[src/hw/rtl/fprc8_pkg.sv]
// Shared types, constants and the CRC-8 byte update for the framed packet receiver.
// No dependencies; used by fprc8_parser and framed_packet_receiver_crc8_top.

package fprc8_pkg;

   // Frame marker and CRC polynomial.
   localparam logic [7:0] MARKER_BYTE = 8'h41;
   localparam logic [7:0] CRC_POLY    = 8'h07;

   // Reset values of the configuration registers.
   localparam logic [15:0] TIMEOUT_RESET   = 16'd200;
   localparam logic [7:0]  MAX_LEN_RESET   = 8'd255;
   localparam logic        CRC_EN_RESET    = 1'b1;

   // Configuration register indexes.
   localparam int unsigned CSR_INDEX_W = 2;
   localparam logic [CSR_INDEX_W-1:0] CSR_TIMEOUT_TICKS = 2'd0;
   localparam logic [CSR_INDEX_W-1:0] CSR_MAX_PAYLOAD   = 2'd1;
   localparam logic [CSR_INDEX_W-1:0] CSR_CRC_ENABLE    = 2'd2;
   localparam int unsigned CSR_DATA_W = 16;

   // Input word commands.
   localparam logic CMD_BYTE = 1'b0;
   localparam logic CMD_TICK = 1'b1;

   // Live configuration as seen by the parser.
   typedef struct packed {
      logic [15:0] timeout_ticks;
      logic [7:0]  max_payload;
      logic        crc_enable;
   } cfg_type;

   // One result word, with a flag that says whether the input word produced one.
   typedef struct packed {
      logic       present;
      logic       payload_valid;
      logic [7:0] payload_index;
      logic [7:0] payload_byte;
      logic       packet_done;
      logic       packet_good;
      logic [7:0] packet_length;
   } result_type;

   // CRC-8, MSB first, one byte per call.
   function automatic logic [7:0] crc8_step(input logic [7:0] crc, input logic [7:0] data);
      logic [7:0] c;
      c = crc ^ data;
      for (int i = 0; i < 8; i++) begin
         if (c[7]) begin
            c = {c[6:0], 1'b0} ^ CRC_POLY;
         end else begin
            c = {c[6:0], 1'b0};
         end
      end
      return c;
   endfunction

endpackage

[src/hw/rtl/fprc8_parser.sv]
// Frame parser state machine: hunts for markers, tracks length, count, CRC and idle time.
// Depends on fprc8_pkg for the configuration and result types and the CRC update.

module fprc8_parser (
   input  logic                 clock,
   input  logic                 reset,
   input  logic                 step,
   input  logic                 command,
   input  logic [7:0]           data_byte,
   input  fprc8_pkg::cfg_type   cfg,
   output fprc8_pkg::result_type result
);

   typedef enum logic [2:0] {
      PH_HUNT1,
      PH_HUNT2,
      PH_LEN,
      PH_DATA,
      PH_CRC
   } phase_type;

   phase_type   phase_ff, phase_in;
   logic [7:0]  exp_len_ff, exp_len_in;
   logic [7:0]  count_ff, count_in;
   logic [7:0]  crc_ff, crc_in;
   logic [15:0] idle_ff, idle_in;

   logic        timed_out;
   phase_type   cur_phase;
   logic [7:0]  cur_len;
   logic [7:0]  cur_count;
   logic [7:0]  cur_crc;
   logic [7:0]  count_next;
   logic [7:0]  crc_next;
   logic [7:0]  crc_first;

   // A byte that arrives after too long an idle spell sees a restarted parser.
   assign timed_out = (idle_ff > cfg.timeout_ticks);
   assign cur_phase = timed_out ? PH_HUNT1 : phase_ff;
   assign cur_len   = timed_out ? 8'd0 : exp_len_ff;
   assign cur_count = timed_out ? 8'd0 : count_ff;
   assign cur_crc   = timed_out ? 8'd0 : crc_ff;

   assign count_next = cur_count + 8'd1;
   assign crc_next   = fprc8_pkg::crc8_step(cur_crc, data_byte);
   assign crc_first  = fprc8_pkg::crc8_step(8'd0, data_byte);

   // Next state and result for the word in hand.
   always_comb begin
      phase_in   = phase_ff;
      exp_len_in = exp_len_ff;
      count_in   = count_ff;
      crc_in     = crc_ff;
      idle_in    = idle_ff;
      result     = '0;

      if (command == fprc8_pkg::CMD_TICK) begin
         // Idle tick: saturating count, no word out.
         if (idle_ff != '1) begin
            idle_in = idle_ff + 16'd1;
         end
      end else begin
         idle_in    = '0;
         phase_in   = cur_phase;
         exp_len_in = cur_len;
         count_in   = cur_count;
         crc_in     = cur_crc;
         unique case (cur_phase)
            PH_HUNT1: begin
               phase_in = (data_byte == fprc8_pkg::MARKER_BYTE) ? PH_HUNT2 : PH_HUNT1;
            end
            PH_HUNT2: begin
               if (data_byte == fprc8_pkg::MARKER_BYTE) begin
                  phase_in = PH_LEN;
               end else begin
                  phase_in   = PH_HUNT1;
                  exp_len_in = '0;
                  count_in   = '0;
                  crc_in     = '0;
               end
            end
            PH_LEN: begin
               exp_len_in = data_byte;
               count_in   = '0;
               crc_in     = crc_first;
               priority if (data_byte > cfg.max_payload) begin
                  phase_in   = PH_HUNT1;
                  exp_len_in = '0;
                  crc_in     = '0;
               end else if (data_byte != 8'd0) begin
                  phase_in = PH_DATA;
               end else if (cfg.crc_enable) begin
                  phase_in = PH_CRC;
               end else begin
                  // Empty frame without CRC ends at once as good.
                  result.present     = 1'b1;
                  result.packet_done = 1'b1;
                  result.packet_good = 1'b1;
                  phase_in   = PH_HUNT1;
                  exp_len_in = '0;
                  crc_in     = '0;
               end
            end
            PH_DATA: begin
               result.present       = 1'b1;
               result.payload_valid = 1'b1;
               result.payload_index = cur_count;
               result.payload_byte  = data_byte;
               crc_in   = crc_next;
               count_in = count_next;
               if (count_next >= cur_len) begin
                  if (cfg.crc_enable) begin
                     phase_in = PH_CRC;
                  end else begin
                     // Last payload byte also closes the frame.
                     result.packet_done   = 1'b1;
                     result.packet_good   = 1'b1;
                     result.packet_length = cur_len;
                     phase_in   = PH_HUNT1;
                     exp_len_in = '0;
                     count_in   = '0;
                     crc_in     = '0;
                  end
               end
            end
            PH_CRC: begin
               result.present       = 1'b1;
               result.packet_done   = 1'b1;
               result.packet_good   = (cur_crc == data_byte);
               result.packet_length = (cur_crc == data_byte) ? cur_len : 8'd0;
               phase_in   = PH_HUNT1;
               exp_len_in = '0;
               count_in   = '0;
               crc_in     = '0;
            end
            default: begin
               phase_in   = PH_HUNT1;
               exp_len_in = '0;
               count_in   = '0;
               crc_in     = '0;
            end
         endcase
      end
   end

   // Parser state.
   always_ff @(posedge clock) begin
      if (reset) begin
         phase_ff   <= PH_HUNT1;
         exp_len_ff <= '0;
         count_ff   <= '0;
         crc_ff     <= '0;
         idle_ff    <= '0;
      end else if (step) begin
         phase_ff   <= phase_in;
         exp_len_ff <= exp_len_in;
         count_ff   <= count_in;
         crc_ff     <= crc_in;
         idle_ff    <= idle_in;
      end
   end

endmodule

[src/hw/rtl/framed_packet_receiver_crc8_top.sv]
// Top level of the framed packet receiver: channel registers and configuration registers.
// Depends on fprc8_pkg and instantiates fprc8_parser.
//
// Usage: words enter on the req_ channel (req_command 0 = received byte in req_data_byte,
// 1 = one idle tick). Frames are 'A','A', length, payload and, with CRC enabled, a CRC-8
// byte (polynomial 0x07, initial 0, over length and payload). Each payload byte leaves on
// the rsp_ channel with its index; the word that ends a frame carries done, good and the
// length. Ticks, markers and the length byte produce no word out, except the length byte of an
// empty frame with CRC disabled. A word taken on req_ waits in the input register, is
// processed by the parser into the result register, and its result is offered on rsp_.
// Throughput is one word per cycle while rsp_ does not stall, set by the combinational
// parser update between the input register and the result register.
// If the rsp_ side stalls, the result register holds; the input register still takes a
// word, and req_ready falls only while both registers are occupied and blocked.
// Configuration is written on the csr_ channel (index 0 timeout_ticks, 1 max_payload,
// 2 crc_enable); the user writes it only while the block is idle (not enforced); csr_ready is always high.
// Synchronous reset empties both registers, restarts the parser and restores the
// configuration defaults (timeout 200, max payload 255, CRC on).

module framed_packet_receiver_crc8_top (
   input  logic                                 clock,
   input  logic                                 reset,
   input  logic                                 req_valid,
   output logic                                 req_ready,
   input  logic                                 req_command,
   input  logic [7:0]                           req_data_byte,
   output logic                                 rsp_valid,
   input  logic                                 rsp_ready,
   output logic                                 rsp_payload_valid,
   output logic [7:0]                           rsp_payload_index,
   output logic [7:0]                           rsp_payload_byte,
   output logic                                 rsp_packet_done,
   output logic                                 rsp_packet_good,
   output logic [7:0]                           rsp_packet_length,
   input  logic                                 csr_valid,
   output logic                                 csr_ready,
   input  logic [fprc8_pkg::CSR_INDEX_W-1:0]    csr_index,
   input  logic [fprc8_pkg::CSR_DATA_W-1:0]     csr_data
);

   fprc8_pkg::cfg_type    cfg_ff;
   fprc8_pkg::result_type result;

   logic       in_valid_ff;
   logic       in_command_ff;
   logic [7:0] in_byte_ff;
   logic       out_valid_ff;
   logic       out_free;
   logic       step;

   // Configuration registers.
   assign csr_ready = 1'b1;

   always_ff @(posedge clock) begin
      if (reset) begin
         cfg_ff.timeout_ticks <= fprc8_pkg::TIMEOUT_RESET;
         cfg_ff.max_payload   <= fprc8_pkg::MAX_LEN_RESET;
         cfg_ff.crc_enable    <= fprc8_pkg::CRC_EN_RESET;
      end else if (csr_valid) begin
         unique case (csr_index)
            fprc8_pkg::CSR_TIMEOUT_TICKS: cfg_ff.timeout_ticks <= csr_data;
            fprc8_pkg::CSR_MAX_PAYLOAD:   cfg_ff.max_payload   <= csr_data[7:0];
            fprc8_pkg::CSR_CRC_ENABLE:    cfg_ff.crc_enable    <= csr_data[0];
            default: ;
         endcase
      end
   end

   // Flow control: the word in the input register is processed when the result
   // register is free or being emptied.
   assign out_free  = !out_valid_ff || rsp_ready;
   assign step      = in_valid_ff && out_free;
   assign req_ready = !in_valid_ff || out_free;

   // Input register.
   always_ff @(posedge clock) begin
      if (reset) begin
         in_valid_ff <= 1'b0;
      end else if (req_ready) begin
         in_valid_ff <= req_valid;
      end
   end

   always_ff @(posedge clock) begin
      if (req_valid && req_ready) begin
         in_command_ff <= req_command;
         in_byte_ff    <= req_data_byte;
      end
   end

   fprc8_parser u_parser (
      .clock     (clock),
      .reset     (reset),
      .step      (step),
      .command   (in_command_ff),
      .data_byte (in_byte_ff),
      .cfg       (cfg_ff),
      .result    (result)
   );

   // Result register.
   always_ff @(posedge clock) begin
      if (reset) begin
         out_valid_ff <= 1'b0;
      end else if (out_free) begin
         out_valid_ff <= step && result.present;
      end
   end

   always_ff @(posedge clock) begin
      if (step && result.present) begin
         rsp_payload_valid <= result.payload_valid;
         rsp_payload_index <= result.payload_index;
         rsp_payload_byte  <= result.payload_byte;
         rsp_packet_done   <= result.packet_done;
         rsp_packet_good   <= result.packet_good;
         rsp_packet_length <= result.packet_length;
      end
   end

   assign rsp_valid = out_valid_ff;

endmodule

[config.mk]
export PLATFORM = sky130hd
export DESIGN_NAME = framed_packet_receiver_crc8_top
export DESIGN_NICKNAME = d
export VERILOG_FILES = /design/src/hw/rtl/fprc8_pkg.sv /design/src/hw/rtl/fprc8_parser.sv /design/src/hw/rtl/framed_packet_receiver_crc8_top.sv
export SDC_FILE = /design/constraint.sdc
export NUM_CORES = 1
export LEC_CHECK = 0
export BUFFER_PORTS_ARGS = -buffer_cell sky130_fd_sc_hd__buf_4
export CAP_MARGIN = 20
export CORE_UTILIZATION = 44
export CTS_BUF_LIST = sky130_fd_sc_hd__clkbuf_8
export CTS_CLUSTER_DIAMETER = 40
export DETAILED_ROUTE_END_ITERATION = 8
export GPL_TIMING_DRIVEN = 0
export HOLD_SLACK_MARGIN = 0.08
export PLACE_DENSITY = 0.59
export SLEW_MARGIN = 20
export SYNTH_ARGS = -nofsm -noshare
export SYNTH_HDL_FRONTEND = slang
export SYNTH_SLANG_ARGS = --single-unit
[constraint.sdc]
create_clock -name clock -period 7.8 [get_ports clock]
set_clock_uncertainty 0.1 [all_clocks]
set_input_delay 0.78 -clock clock [delete_from_list [all_inputs] [get_ports clock]]
set_output_delay 0.78 -clock clock [all_outputs]
set_load 0.01 [all_outputs]
==> results of run 1 <==
## report_power, final
part	internal [mW]	switching, mW	total, mW
logic	0.0563	0.0647	0.121
registers	0.578	0.00946	0.587
clock network	0.176	0.183	0.359
## cell families after synthesis
| kind of cell | count (synthesis) |
|---|---|
| AOI/OAI and AO/OA | 141 |
| xor gates and xnor gates | 50 |
| adders and majority gates | 41 |
| buffers and inverters | 69 |
| DFF | 106 |
| muxes | 2 |
| other | 1 |
| and+or+nand+nor | 228 |
## path summary, 6_finish.rpt
path / from / endpoint / slack [ps] / cells after the start
worst min register to register: cfg_ff[13] / cfg_ff[13] / 360 / 2
worst min-delay path: cfg_ff[13] / cfg_ff[13] / 360 / 2
worst max-delay path: cfg_ff[24] / u_parser.crc_ff[1] / 1960 / 24
worst max register to register: cfg_ff[24] / u_parser.crc_ff[1] / 1960 / 24
## registers in the layout, indices dropped and copies added (netlist names), 3 cells and up
signal and count:
rsp_packet_length 8, rsp_payload_byte 8, u_parser.idle_ff 16, u_parser.crc_ff 8, u_parser.phase_ff 3, u_parser.count_ff 8
rsp_payload_index 8, cfg_ff 25, in_byte_ff 8, u_parser.exp_len_ff 8
## through the flow
step	util (%)	hold slack [ps]	instances	total power, mW
after floorplan	-	336	638	0.681
after global placement	51.1	346	870	0.717
after detailed placement	51.1	352	870	0.720
after CTS	52.7	365	886	1.08
after global routing	52.7	381	886	1.11
final	52.7	364	886	1.07
## worst reg2reg max path: stages (launching register included)
cell and delay, ps:
dfxtp_1 340, inv_1 70, ha_1 340, nand4_2 190, nor4_4 410, a21bo_1 280, nand3_1 290, nand2_1 160
buf_2 210, buf_2 200, nand2_1 100, inv_1 80, ha_1 270, nand3_1 120, xor2_1 140, nor2_1 80
ha_1 310, a21o_1 170, a2111oi_0 350, o21ai_0 220, a21o_1 310, nor2_1 220, clkbuf_1 480, nand3b_1 170
a21oi_1 150
## cell usage after synthesis, drive strengths merged, types with 3 or more instances
cell | number | area [sq um]
nand2 | 83 | 312
dfxtp | 70 | 1400
a21oi | 42 | 210
ha | 41 | 513
inv | 40 | 150
nor2 | 38 | 159
edfxtp | 36 | 1080
o21ai | 32 | 168
xnor2 | 25 | 226
xor2 | 21 | 184
clkbuf | 20 | 75.1
nand3 | 17 | 85.1
and2 | 16 | 100
nand4 | 14 | 100
o211ai | 14 | 105
nor4 | 13 | 96.3
a32oi | 12 | 105
nor2b | 11 | 68.8
a21o | 9 | 67.6
buf | 8 | 40.0
nor3 | 7 | 35.0
or3 | 6 | 37.5
and3 | 5 | 36.3
a22oi | 4 | 30.0
or2 | 4 | 25.0
xnor3 | 4 | 90.1
a2111oi | 3 | 32.5
nand2b | 3 | 18.8
nand3b | 3 | 22.5
nor4b | 3 | 32.5
## layer usage
metal | vias up | GRT usage [%]
met5 | - | 0
met4 | 0 | 8.01
met3 | 21 | 3.49
met2 | 150 | 35.6
met1 | 2238 | 27.4
li1 | 2411 | -
## area by class of cell
type | count | area, sq um | area share [%]
Inverter | 41 | 154 | 2.28
Timing Repair Buffer | 60 | 450 | 6.66
Clock inverter | 7 | 80.1 | 1.18
Buffer | 28 | 115 | 1.70
Clock buffer | 9 | 124 | 1.83
Tap cell | 172 | 215 | 3.18
Multi-Input combinational cell | 463 | 3140 | 46.4
Sequential cell | 106 | 2480 | 36.7
==> results by group, run 1 <==
Synth
  • EDFF count, synth: 36
  • Synthesized cell area: 0.00589 sq mm
  • Synth warn: 0
  • Fraction of registers with async set/reset: 0%
  • Seq/Total Area, Yosys: 42.2%
  • Xor and xnor area share after synthesis: 8.50%
  • Most used DFF post-synth: dfxtp_1
  • Largest family of logic cells by synthesized area: simple AND/OR/NAND/NOR gates
  • Post-synthesis mux area share: 0.340%
  • Adder-Cell Fraction of Synth Area: 8.72%
  • Syn Inst Count: 638
  • Synth Register Bits: 106
  • Simple-Gate Fraction of Synth Area: 19.9%
  • Synth cell types: 67
  • Avg Cell Area, Syn: 9.23 sq um
  • Compound-gate portion of the synthesized area: 15.7%
  • Net Count, Synth: 711

Detailed routing
  • Routed len/inst: 16.2 microns
  • Antenna Violating Nets Remaining: 0
  • Via Count: 4820
  • Top layer reached by signal wires: met4
  • DRC viols: 0
  • DR WL met2: 6.82 mm
  • Post-DR vias/cell: 5.44
  • Final wirelength: 14.3 mm
  • Met3 WL: 827 microns
  • Initial drt markers: 330
  • Met1 WL: 6.42 mm
  • Drt pass-1 iters: 5

Worst setup path
  • Crit path top cell by count: ha_1
  • CP max-delay cell: clkbuf_1
  • Top Family by Delay on Critical Path: simple AND/OR/NAND/NOR gates
  • Critical path peak fanout: 10
  • Crit. End Element: flip-flop
  • Required time of the critical path: 8010 ps
  • CP Buf/Inv Count: 5
  • Worst path cell trace: inv_1, ha_1, nand4_2, nor4_4, a21bo_1, nand3_1, nand2_1, buf_2, buf_2, nand2_1, inv_1, ha_1, nand3_1, xor2_1, nor2_1, ha_1, a21o_1, a2111oi_0, o21ai_0, a21o_1, nor2_1, clkbuf_1, nand3b_1, a21oi_1
  • CP max stage delay: 480 ps
  • Worst path arrival time: 6050 ps
  • Worst setup SP type: flip-flop
  • Worst setup path category: reg2reg

Final layout
  • Most common cell after layout, fill and taps aside: nand2_1
  • Share of layout cells above drive strength 1: 13.2%
  • Fill cells: 1235
  • Design area: 0.00676 sq mm
  • Most frequent cells in the layout: nand2_1, dfxtp_1, buf_4, inv_1, a21oi_1
  • Area Overhead vs Synth: 14.9%
  • N_diodes: 0
  • Nets: 782

Run status
  • Outcome: completed

Clock tree
  • H-tree depth: 3
  • CTS sink count: 106
  • CTS clk-pin slew, worst paths: 90 ps
  • Hold buffer count at cts: 0
  • Worst skew pair latency: 380 ps
  • CTS tree: done
  • Postcts setup bufs: 0
  • Post-cts gate resize count: 0
  • Clk root buf: clkbuf_8
  • Clock tree buffer depth: 2
  • CTS Buf Count: 9

Timing
  • Period utilization: 74.9%
  • Fin. Hold Viols: 0
  • Total negative slack: 0 ps
  • RSZ-0062 raised after global routing: no
  • PnR worst setup slack: 1960 ps
  • Relative slew slack: 35.0%
  • Fmax: 171 MHz
  • Pins Over Slew Limit: 0
  • Worst-margin pin slew: 968 ps
  • Finish-stage setup viols: 0
  • Fin crit period: 5840 ps

Die
  • Initial core utilization: 45.9%
  • FP Rows: 41
  • Top Ports: 62
  • Die area: 0.0138 sq mm
  • Core ar.: 0.0128 sq mm
  • Chip Height: 118 microns
  • Die W: 118 microns

Placement
  • Dpl ws: 2020 ps
  • GP Congestion: 0.873
  • Port bufs: 60
  • DP HPWL: 11.1 mm
  • Placement Cell Area: 0.00655 sq mm

Global route
  • Initial antenna violation count: 0
  • Vias in the first global route: 4548
  • GRT overflow: 0
  • Total GRT Usage: 21.2%
  • First-pass GRT wire length: 23.2 mm
  • Largest net degree at the start of global routing: 28

Hold path
  • HP Class: reg2reg

Power and ir drop
  • Power Dens Cells: 158 mW/mm^2
  • LEAKAGE: 2.76 nW
  • Peak supply drop: 0.0942 mV

Job
  • Max_cap viols: 0
Power figures use the tool's default switching activity.
==> inputs of run 2 (changes only) <==
- ABC_AREA: unset -> 1
- PLACE_DENSITY: 0.59 -> 0.61
- clock period: 7.8 -> 5.2 ns (I/O delays scaled with it)
==> results by group, run 2 <==
Synth
  • Most frequent cell after synthesis: nand2_1
  • Synth cell types: 41 (-39%)
  • Synth warn: 0 (unchanged)
  • EDFF count, synth: 36 (unchanged)
  • Synthesized cell area: 0.00596 sq mm (+1.2%)
  • Most used DFF post-synth: dfxtp_1
  • Synth top area cells: dfxtp_1, edfxtp_1, nand2_1
  • Synth Register Bits: 106 (unchanged)
  • Avg Cell Area, Syn: 7.86 sq um (-15%)
  • Fraction of registers with async set/reset: 0% (unchanged)
  • Net Count, Synth: 831 (+17%)
  • Synth top area share: 23.5% (-0.29 points)
  • Post-synth top cells: nand2_1, inv_1, a21oi_1
  • Seq/Total Area, Yosys: 41.7% (-0.50 points)
  • Syn Inst Count: 758 (+19%)
  • Synth area leader: dfxtp_1

Final layout
  • Share of layout cells above drive strength 1: 14.0% (+0.86 points)
  • Flip-flop count of the largest register after layout: 25 (unchanged)
  • Utilization after layout: 51.5% (-1.2 points)
  • Nets: 902 (+15%)
  • Most common cell after layout, fill and taps aside: nand2_1
  • Fill cells: 1301 (+5.3%)
  • N_diodes: 0 (unchanged)
  • Most flops, register: cfg_ff
  • Area Overhead vs Synth: 14.6%
  • Most frequent cells in the layout: nand2_1, inv_1, a21oi_1, dfxtp_1, buf_4
  • Largest regs: cfg_ff: 25 flops, u_parser.idle_ff: 16 flops
  • Final Non-Filler Cells: 1010 (+14%)

Timing
  • Fmax: 218 MHz (+27%)
  • Fin crit period: 4590 ps (-1260 ps)
  • RSZ-0062 raised after global routing: no
  • Period utilization: 88.2% (+13 points)
  • Pins Over Slew Limit: 0 (unchanged)
  • Fin. Hold Viols: 0 (unchanged)
  • Relative slew slack: 38.6% (+3.6 points)
  • Worst-margin pin slew: 920 ps (-48.2 ps)
  • Finish-stage setup viols: 0 (unchanged)
  • PnR worst setup slack: 611 ps (-1340 ps)
  • Total negative slack: 0 ps (unchanged)

Power and ir drop
  • Int Pwr: 1.16 mW (+44%)
  • Gate power share: 11.3% (about the same)
  • Switching power of the nets: 428 uW (+67%)
  • Peak supply drop: 0.153 mV (+63%)
  • Final Power: 1.59 mW (+49%)
  • Seq pwr share: 55.6% (+0.5 points)
  • Clock power share: 33.1% (-0.5 points)
  • Sw frac: 26.9% (+2.8 points)
  • Power Dens Cells: 233 mW/mm^2 (+48%)
  • LEAKAGE: 3.00 nW (+8.9%)

Global route
  • Vias in the first global route: 4794 (+5.4%)
  • First-pass GRT wire length: 23.7 mm (+2.2%)
  • Total GRT Usage: 21.8% (+0.51 points)
  • GRT overflow: 0 (unchanged)
  • Initial antenna violation count: 0 (unchanged)
  • Largest net degree at the start of global routing: 28 (unchanged)

Clock tree
  • Hold buffer count at cts: 0 (unchanged)
  • Worst skew pair latency: 390 ps (about the same)
  • CTS tree: done
  • Clock tree buffer depth: 2 (unchanged)
  • Post-cts gate resize count: 0 (unchanged)
  • CTS clk-pin slew, worst paths: 100 ps (about the same)
  • Postcts setup bufs: 0 (unchanged)
  • H-tree depth: 3 (unchanged)
  • Clk root buf: clkbuf_8
  • CTS Buf Count: 9 (unchanged)
  • CTS sink count: 106 (unchanged)

Placement
  • DP HPWL: 11.3 mm (+1.2%)
  • Port bufs: 60 (unchanged)
  • GP Congestion: 0.932 (+6.7%)
  • Dpl ws: 749 ps (-1280 ps)
  • Placed cell count: 994 (+14%)

Die
  • Initial core utilization: 45.0% (-0.91 points)
  • Core ar.: 0.0132 sq mm (+3.3%)
  • Chip Height: 118 microns (+0.59%)
  • Die W: 118 microns (+0.59%)
  • Top Ports: 62 (unchanged)
  • FP Rows: 42 (+2.4%)
  • Die area: 0.0140 sq mm (+1.2%)

Run status
  • Outcome: completed

Worst setup path
  • R2R depth: 26 (+8.3%)
  • Critical path peak fanout: 10 (unchanged)
  • Worst setup path category: reg2reg
  • Worst path arrival time: 4740 ps (-1310 ps)
  • Required time of the critical path: 5350 ps (-2660 ps)
  • Crit. End Element: flip-flop
  • Worst setup SP type: flip-flop

Detailed routing
  • DRC viols: 0 (unchanged)
  • Routed len/inst: 14.6 microns (-9.7%)
  • Initial drt markers: 368 (+12%)
  • Post-DR vias/cell: 5.19 (-4.7%)
  • Via Count: 5237 (+8.7%)
  • Drt pass-1 iters: 5 (unchanged)
  • Final wirelength: 14.7 mm (+3.0%)
  • Antenna Violating Nets Remaining: 0 (unchanged)

Hold path
  • Hold path depth: 1 (-1)
  • HP Class: in2reg

Job
  • Max_cap viols: 0 (unchanged)
run 2: path summary, 6_finish.rpt:
path,from,endpoint,slack [ps]
setup / recovery,cfg_ff[24],u_parser.exp_len_ff[7],610
hold / removal,req_data_byte[4],in_byte_ff[4],200
setup reg to reg,cfg_ff[24],u_parser.exp_len_ff[7],610
hold reg to reg,cfg_ff[18],cfg_ff[18],370
run 2: logic make-up after synthesis:
group | after synthesis | synth area share, %
compound gates | 144 | 13.5
xor+xnor | 29 | 4.52
fa+ha+maj | 41 | 8.61
buf+inv | 110 | 7.56
flops | 106 | 41.7
other cells | 1 | 0.0630
simple gates | 327 | 24.1
run 2: layout make-up:
class,instances,area [sq um],share of cell area (%)
plain buffers,21,116,1.70
clock buffers,9,124,1.81
clock inverters,7,75.1,1.10
inverters,89,334,4.89
multi-input cells,542,3020,44.3
flip-flops and latches,106,2480,36.4
well taps,176,220,3.23
repair buffers,60,450,6.60
run 2: critical path, stage by stage (launching register included):
cell,delay (ps)
dfxtp_1,320
inv_1,50
ha_1,300
a21oi_1,140
o21ai_0,100
a21oi_1,240
nand2_1,130
nand2_4,180
inv_2,90
nor2_1,230
ha_1,260
nand4_1,160
nor2_1,120
nand2_1,70
xor2_1,170
ha_1,290
nand2_1,60
nor2_1,140
nand4_1,100
o2111ai_1,200
nand2_1,170
nand2_4,170
inv_2,60
nor2_2,290
o22ai_1,130
nand2_1,80
a21oi_1,60
run 2: per-layer routing:
metal	global-route usage, %	vias up	part of all wire, %
met1	31.0	2437	50
met2	34.0	118	44
met5	0	-	0
met4	8.09	0	1.7
li1	-	2664	-
met3	2.27	18	3.8
run 2: per-stage QoR:
| step | hold WS (ps) | cell area [sq um] |
|---|---|---|
| 2_1_floorplan | 335 | 5960 |
| 3_3_place_gp | 350 | 6630 |
| 3_5_place_dp | 355 | 6630 |
| 4_1_cts | 191 | 6830 |
| 5_1_grt | 200 | 6830 |
| 6_report | 204 | 6830 |
run 2: power groups by stage:
| stage | Clock [mW] | Sequential, mW | Combinational (mW) |
|---|---|---|---|
| 2_1_floorplan | 0 | 0.898 | 0.120 |
| 3_3_place_gp | 0 | 0.903 | 0.174 |
| 3_5_place_dp | 0 | 0.904 | 0.178 |
| 4_1_cts | 0.540 | 0.885 | 0.179 |
| 5_1_grt | 0.569 | 0.887 | 0.203 |
| 6_report | 0.527 | 0.885 | 0.180 |
==> inputs of run 3 (changes only) <==
- CORE_UTILIZATION: 44 -> 50
- PLACE_DENSITY: 0.61 -> 0.68
==> results by group, run 3 (synthesized netlist as in run 2, its figures left out) <==
Global route
  • Initial antenna violation count: 0 (unchanged)
  • First-pass GRT wire length: 24.8 mm (+4.6%)
  • Largest net degree at the start of global routing: 28 (unchanged)
  • GRT overflow: 0 (unchanged)
  • Vias in the first global route: 5194 (+8.3%)
  • Total GRT Usage: 25.4% (+3.7 points)

Power and ir drop
  • Peak supply drop: 0.153 mV (about the same)
  • Power Dens Cells: 228 mW/mm^2 (-2.0%)
  • Switching power of the nets: 431 uW (+0.60%)
  • Clock power share: 31.1% (-2.0 points)
  • LEAKAGE: 2.99 nW (-0.25%)
  • Gate power share: 11.6% (+0.3 points)
  • Sw frac: 27.9% (+1.0 points)
  • Seq pwr share: 57.3% (+1.7 points)
  • Int Pwr: 1.11 mW (-4.4%)

Job
  • Max_cap viols: 0 (unchanged)

Placement
  • Port bufs: 60 (unchanged)
  • GP Congestion: 0.908 (-2.5%)
  • DP HPWL: 11.3 mm (+0.54%)

Timing
  • Pins Over Slew Limit: 0 (unchanged)
  • Total negative slack: 0 ps (unchanged)
  • Worst-margin pin slew: 948 ps (+28.6 ps)
  • Relative slew slack: 36.7% (-1.9 points)
  • RSZ-0062 raised after global routing: no
  • Fin. Hold Viols: 0 (unchanged)
  • Fin crit period: 4400 ps (-189 ps)
  • Period utilization: 84.6% (-3.6 points)
  • Finish-stage setup viols: 0 (unchanged)
  • Fmax: 227 MHz (+4.3%)

Detailed routing
  • Antenna Violating Nets Remaining: 0 (unchanged)
  • Final wirelength: 14.9 mm (+1.2%)
  • Via Count: 5429 (+3.7%)
  • Drt pass-1 iters: 8 (+3)
  • Post-DR vias/cell: 5.56 (+7.2%)
  • Initial drt markers: 439 (+19%)
  • Routed len/inst: 15.3 microns (+4.6%)
  • DRC viols: 16 (+16)

Final layout
  • Largest regs: cfg_ff: 25 flops, u_parser.idle_ff: 16 flops
  • Share of layout cells above drive strength 1: 13.8% (-0.24 points)
  • Utilization after layout: 58.7% (+7.1 points)
  • Fill cells: 1074 (-17%)
  • N_diodes: 0 (unchanged)
  • Flip-flop count of the largest register after layout: 25 (unchanged)
  • Nets: 902 (unchanged)
  • Most frequent cells in the layout: nand2_1, inv_1, a21oi_1, dfxtp_1, buf_4
  • Area Overhead vs Synth: 13.4%
  • Most flops, register: cfg_ff
  • Most common cell after layout, fill and taps aside: nand2_1

Worst setup path
  • Crit. End Element: flip-flop
  • Worst setup SP type: flip-flop
  • Worst setup path category: reg2reg
  • Critical path peak fanout: 10 (unchanged)
  • Worst path arrival time: 4570 ps (-170 ps)
  • Required time of the critical path: 5370 ps (+20 ps)

Clock tree
  • Hold buffer count at cts: 0 (unchanged)
  • Clock tree buffer depth: 2 (unchanged)
  • Post-cts gate resize count: 0 (unchanged)
  • CTS tree: done
  • CTS sink count: 106 (unchanged)
  • Clk root buf: clkbuf_8
  • CTS clk-pin slew, worst paths: 110 ps (about the same)
  • H-tree depth: 3 (unchanged)
  • Worst skew pair latency: 390 ps (about the same)
  • Postcts setup bufs: 0 (unchanged)
  • CTS Buf Count: 9 (unchanged)

Die
  • Initial core utilization: 51.7% (+6.7 points)
  • Core ar.: 0.0115 sq mm (-13%)
  • Die W: 111 microns (-6.1%)
  • Die area: 0.0124 sq mm (-12%)
  • Top Ports: 62 (unchanged)
  • Chip Height: 111 microns (-6.1%)
  • FP Rows: 39 (-7.1%)

Hold path
  • HP Class: in2reg

Run status
  • Violated checks: design-rule violations
  • Outcome: finished with violations
==> run 3: metal layers <==
| metal | GRT usage (%) | vias to the layer above | part of all wire, % |
|---|---|---|---|
| li1 | - | 2669 | - |
| met1 | 33.6 | 2533 | 46 |
| met2 | 40.6 | 198 | 46 |
| met3 | 3.83 | 29 | 5.7 |
| met4 | 12.8 | 0 | 2.6 |
| met5 | 0 | - | 0 |
==> run 3: power by group through the flow <==
| stage | Sequential (mW) | Clock (mW) | Combinational, mW |
|---|---|---|---|
| 2_1_floorplan | 0.898 | 0 | 0.120 |
| 3_3_place_gp | 0.903 | 0 | 0.172 |
| 3_5_place_dp | 0.903 | 0 | 0.176 |
| 4_1_cts | 0.884 | 0.489 | 0.177 |
| 5_1_grt | 0.887 | 0.524 | 0.200 |
| 6_report | 0.885 | 0.479 | 0.179 |
==> run 3: per-stage QoR <==
| stage | std cells | setup slack (ps) | power, mW | cell area [sq um] | hold slack (ps) |
|---|---|---|---|---|---|
| 2_1_floorplan | 758 | 1550 | 1.02 | 5960 | 335 |
| 3_3_place_gp | 961 | 842 | 1.08 | 6590 | 348 |
| 3_5_place_dp | 961 | 865 | 1.08 | 6590 | 354 |
| 4_1_cts | 977 | 828 | 1.55 | 6760 | 177 |
| 5_1_grt | 977 | 408 | 1.61 | 6760 | 181 |
| 6_report | 977 | 800 | 1.54 | 6760 | 192 |
==> run 3: worst paths after layout <==
check	depth (start not counted)	startpoint	slack (ps)	endpoint
worst max-delay path	26	cfg_ff[24]	800	u_parser.exp_len_ff[0]
worst min register to register	2	cfg_ff[13]	370	cfg_ff[13]
worst min-delay path	1	req_data_byte[6]	190	in_byte_ff[6]
worst max register to register	26	cfg_ff[24]	800	u_parser.exp_len_ff[0]
==> run 3: worst max-delay path: stages (launching register included) <==
cell       delay, ps
dfxtp_1          330
inv_1             50
ha_1             300
nand2_1          150
o21ai_0          150
a21oi_1          150
nand2_1          110
nand2_4          180
inv_2             90
nor2_1           210
ha_1             230
nand4_1          140
nor2_1           120
nand2_1           70
xor2_1           170
ha_1             290
nand2_1           60
nor2_1           130
nand4_1          100
o2111ai_1        180
nand2_1          170
nand2_4          170
inv_2             60
nor2_2           280
o22ai_1          140
nand2_1           80
a21oi_1           60
==> run 3: area by class of cell <==
class / count / area, sq um / share of cell area, %
Buffer: 21 / 116 / 1.72
Clock buffer: 9 / 124 / 1.83
Clock inverter: 7 / 45.0 / 0.667
Inverter: 89 / 334 / 4.95
Multi-Input combinational cell: 542 / 3020 / 44.8
Sequential cell: 106 / 2480 / 36.7
Tap cell: 143 / 179 / 2.65
Timing Repair Buffer: 60 / 450 / 6.67
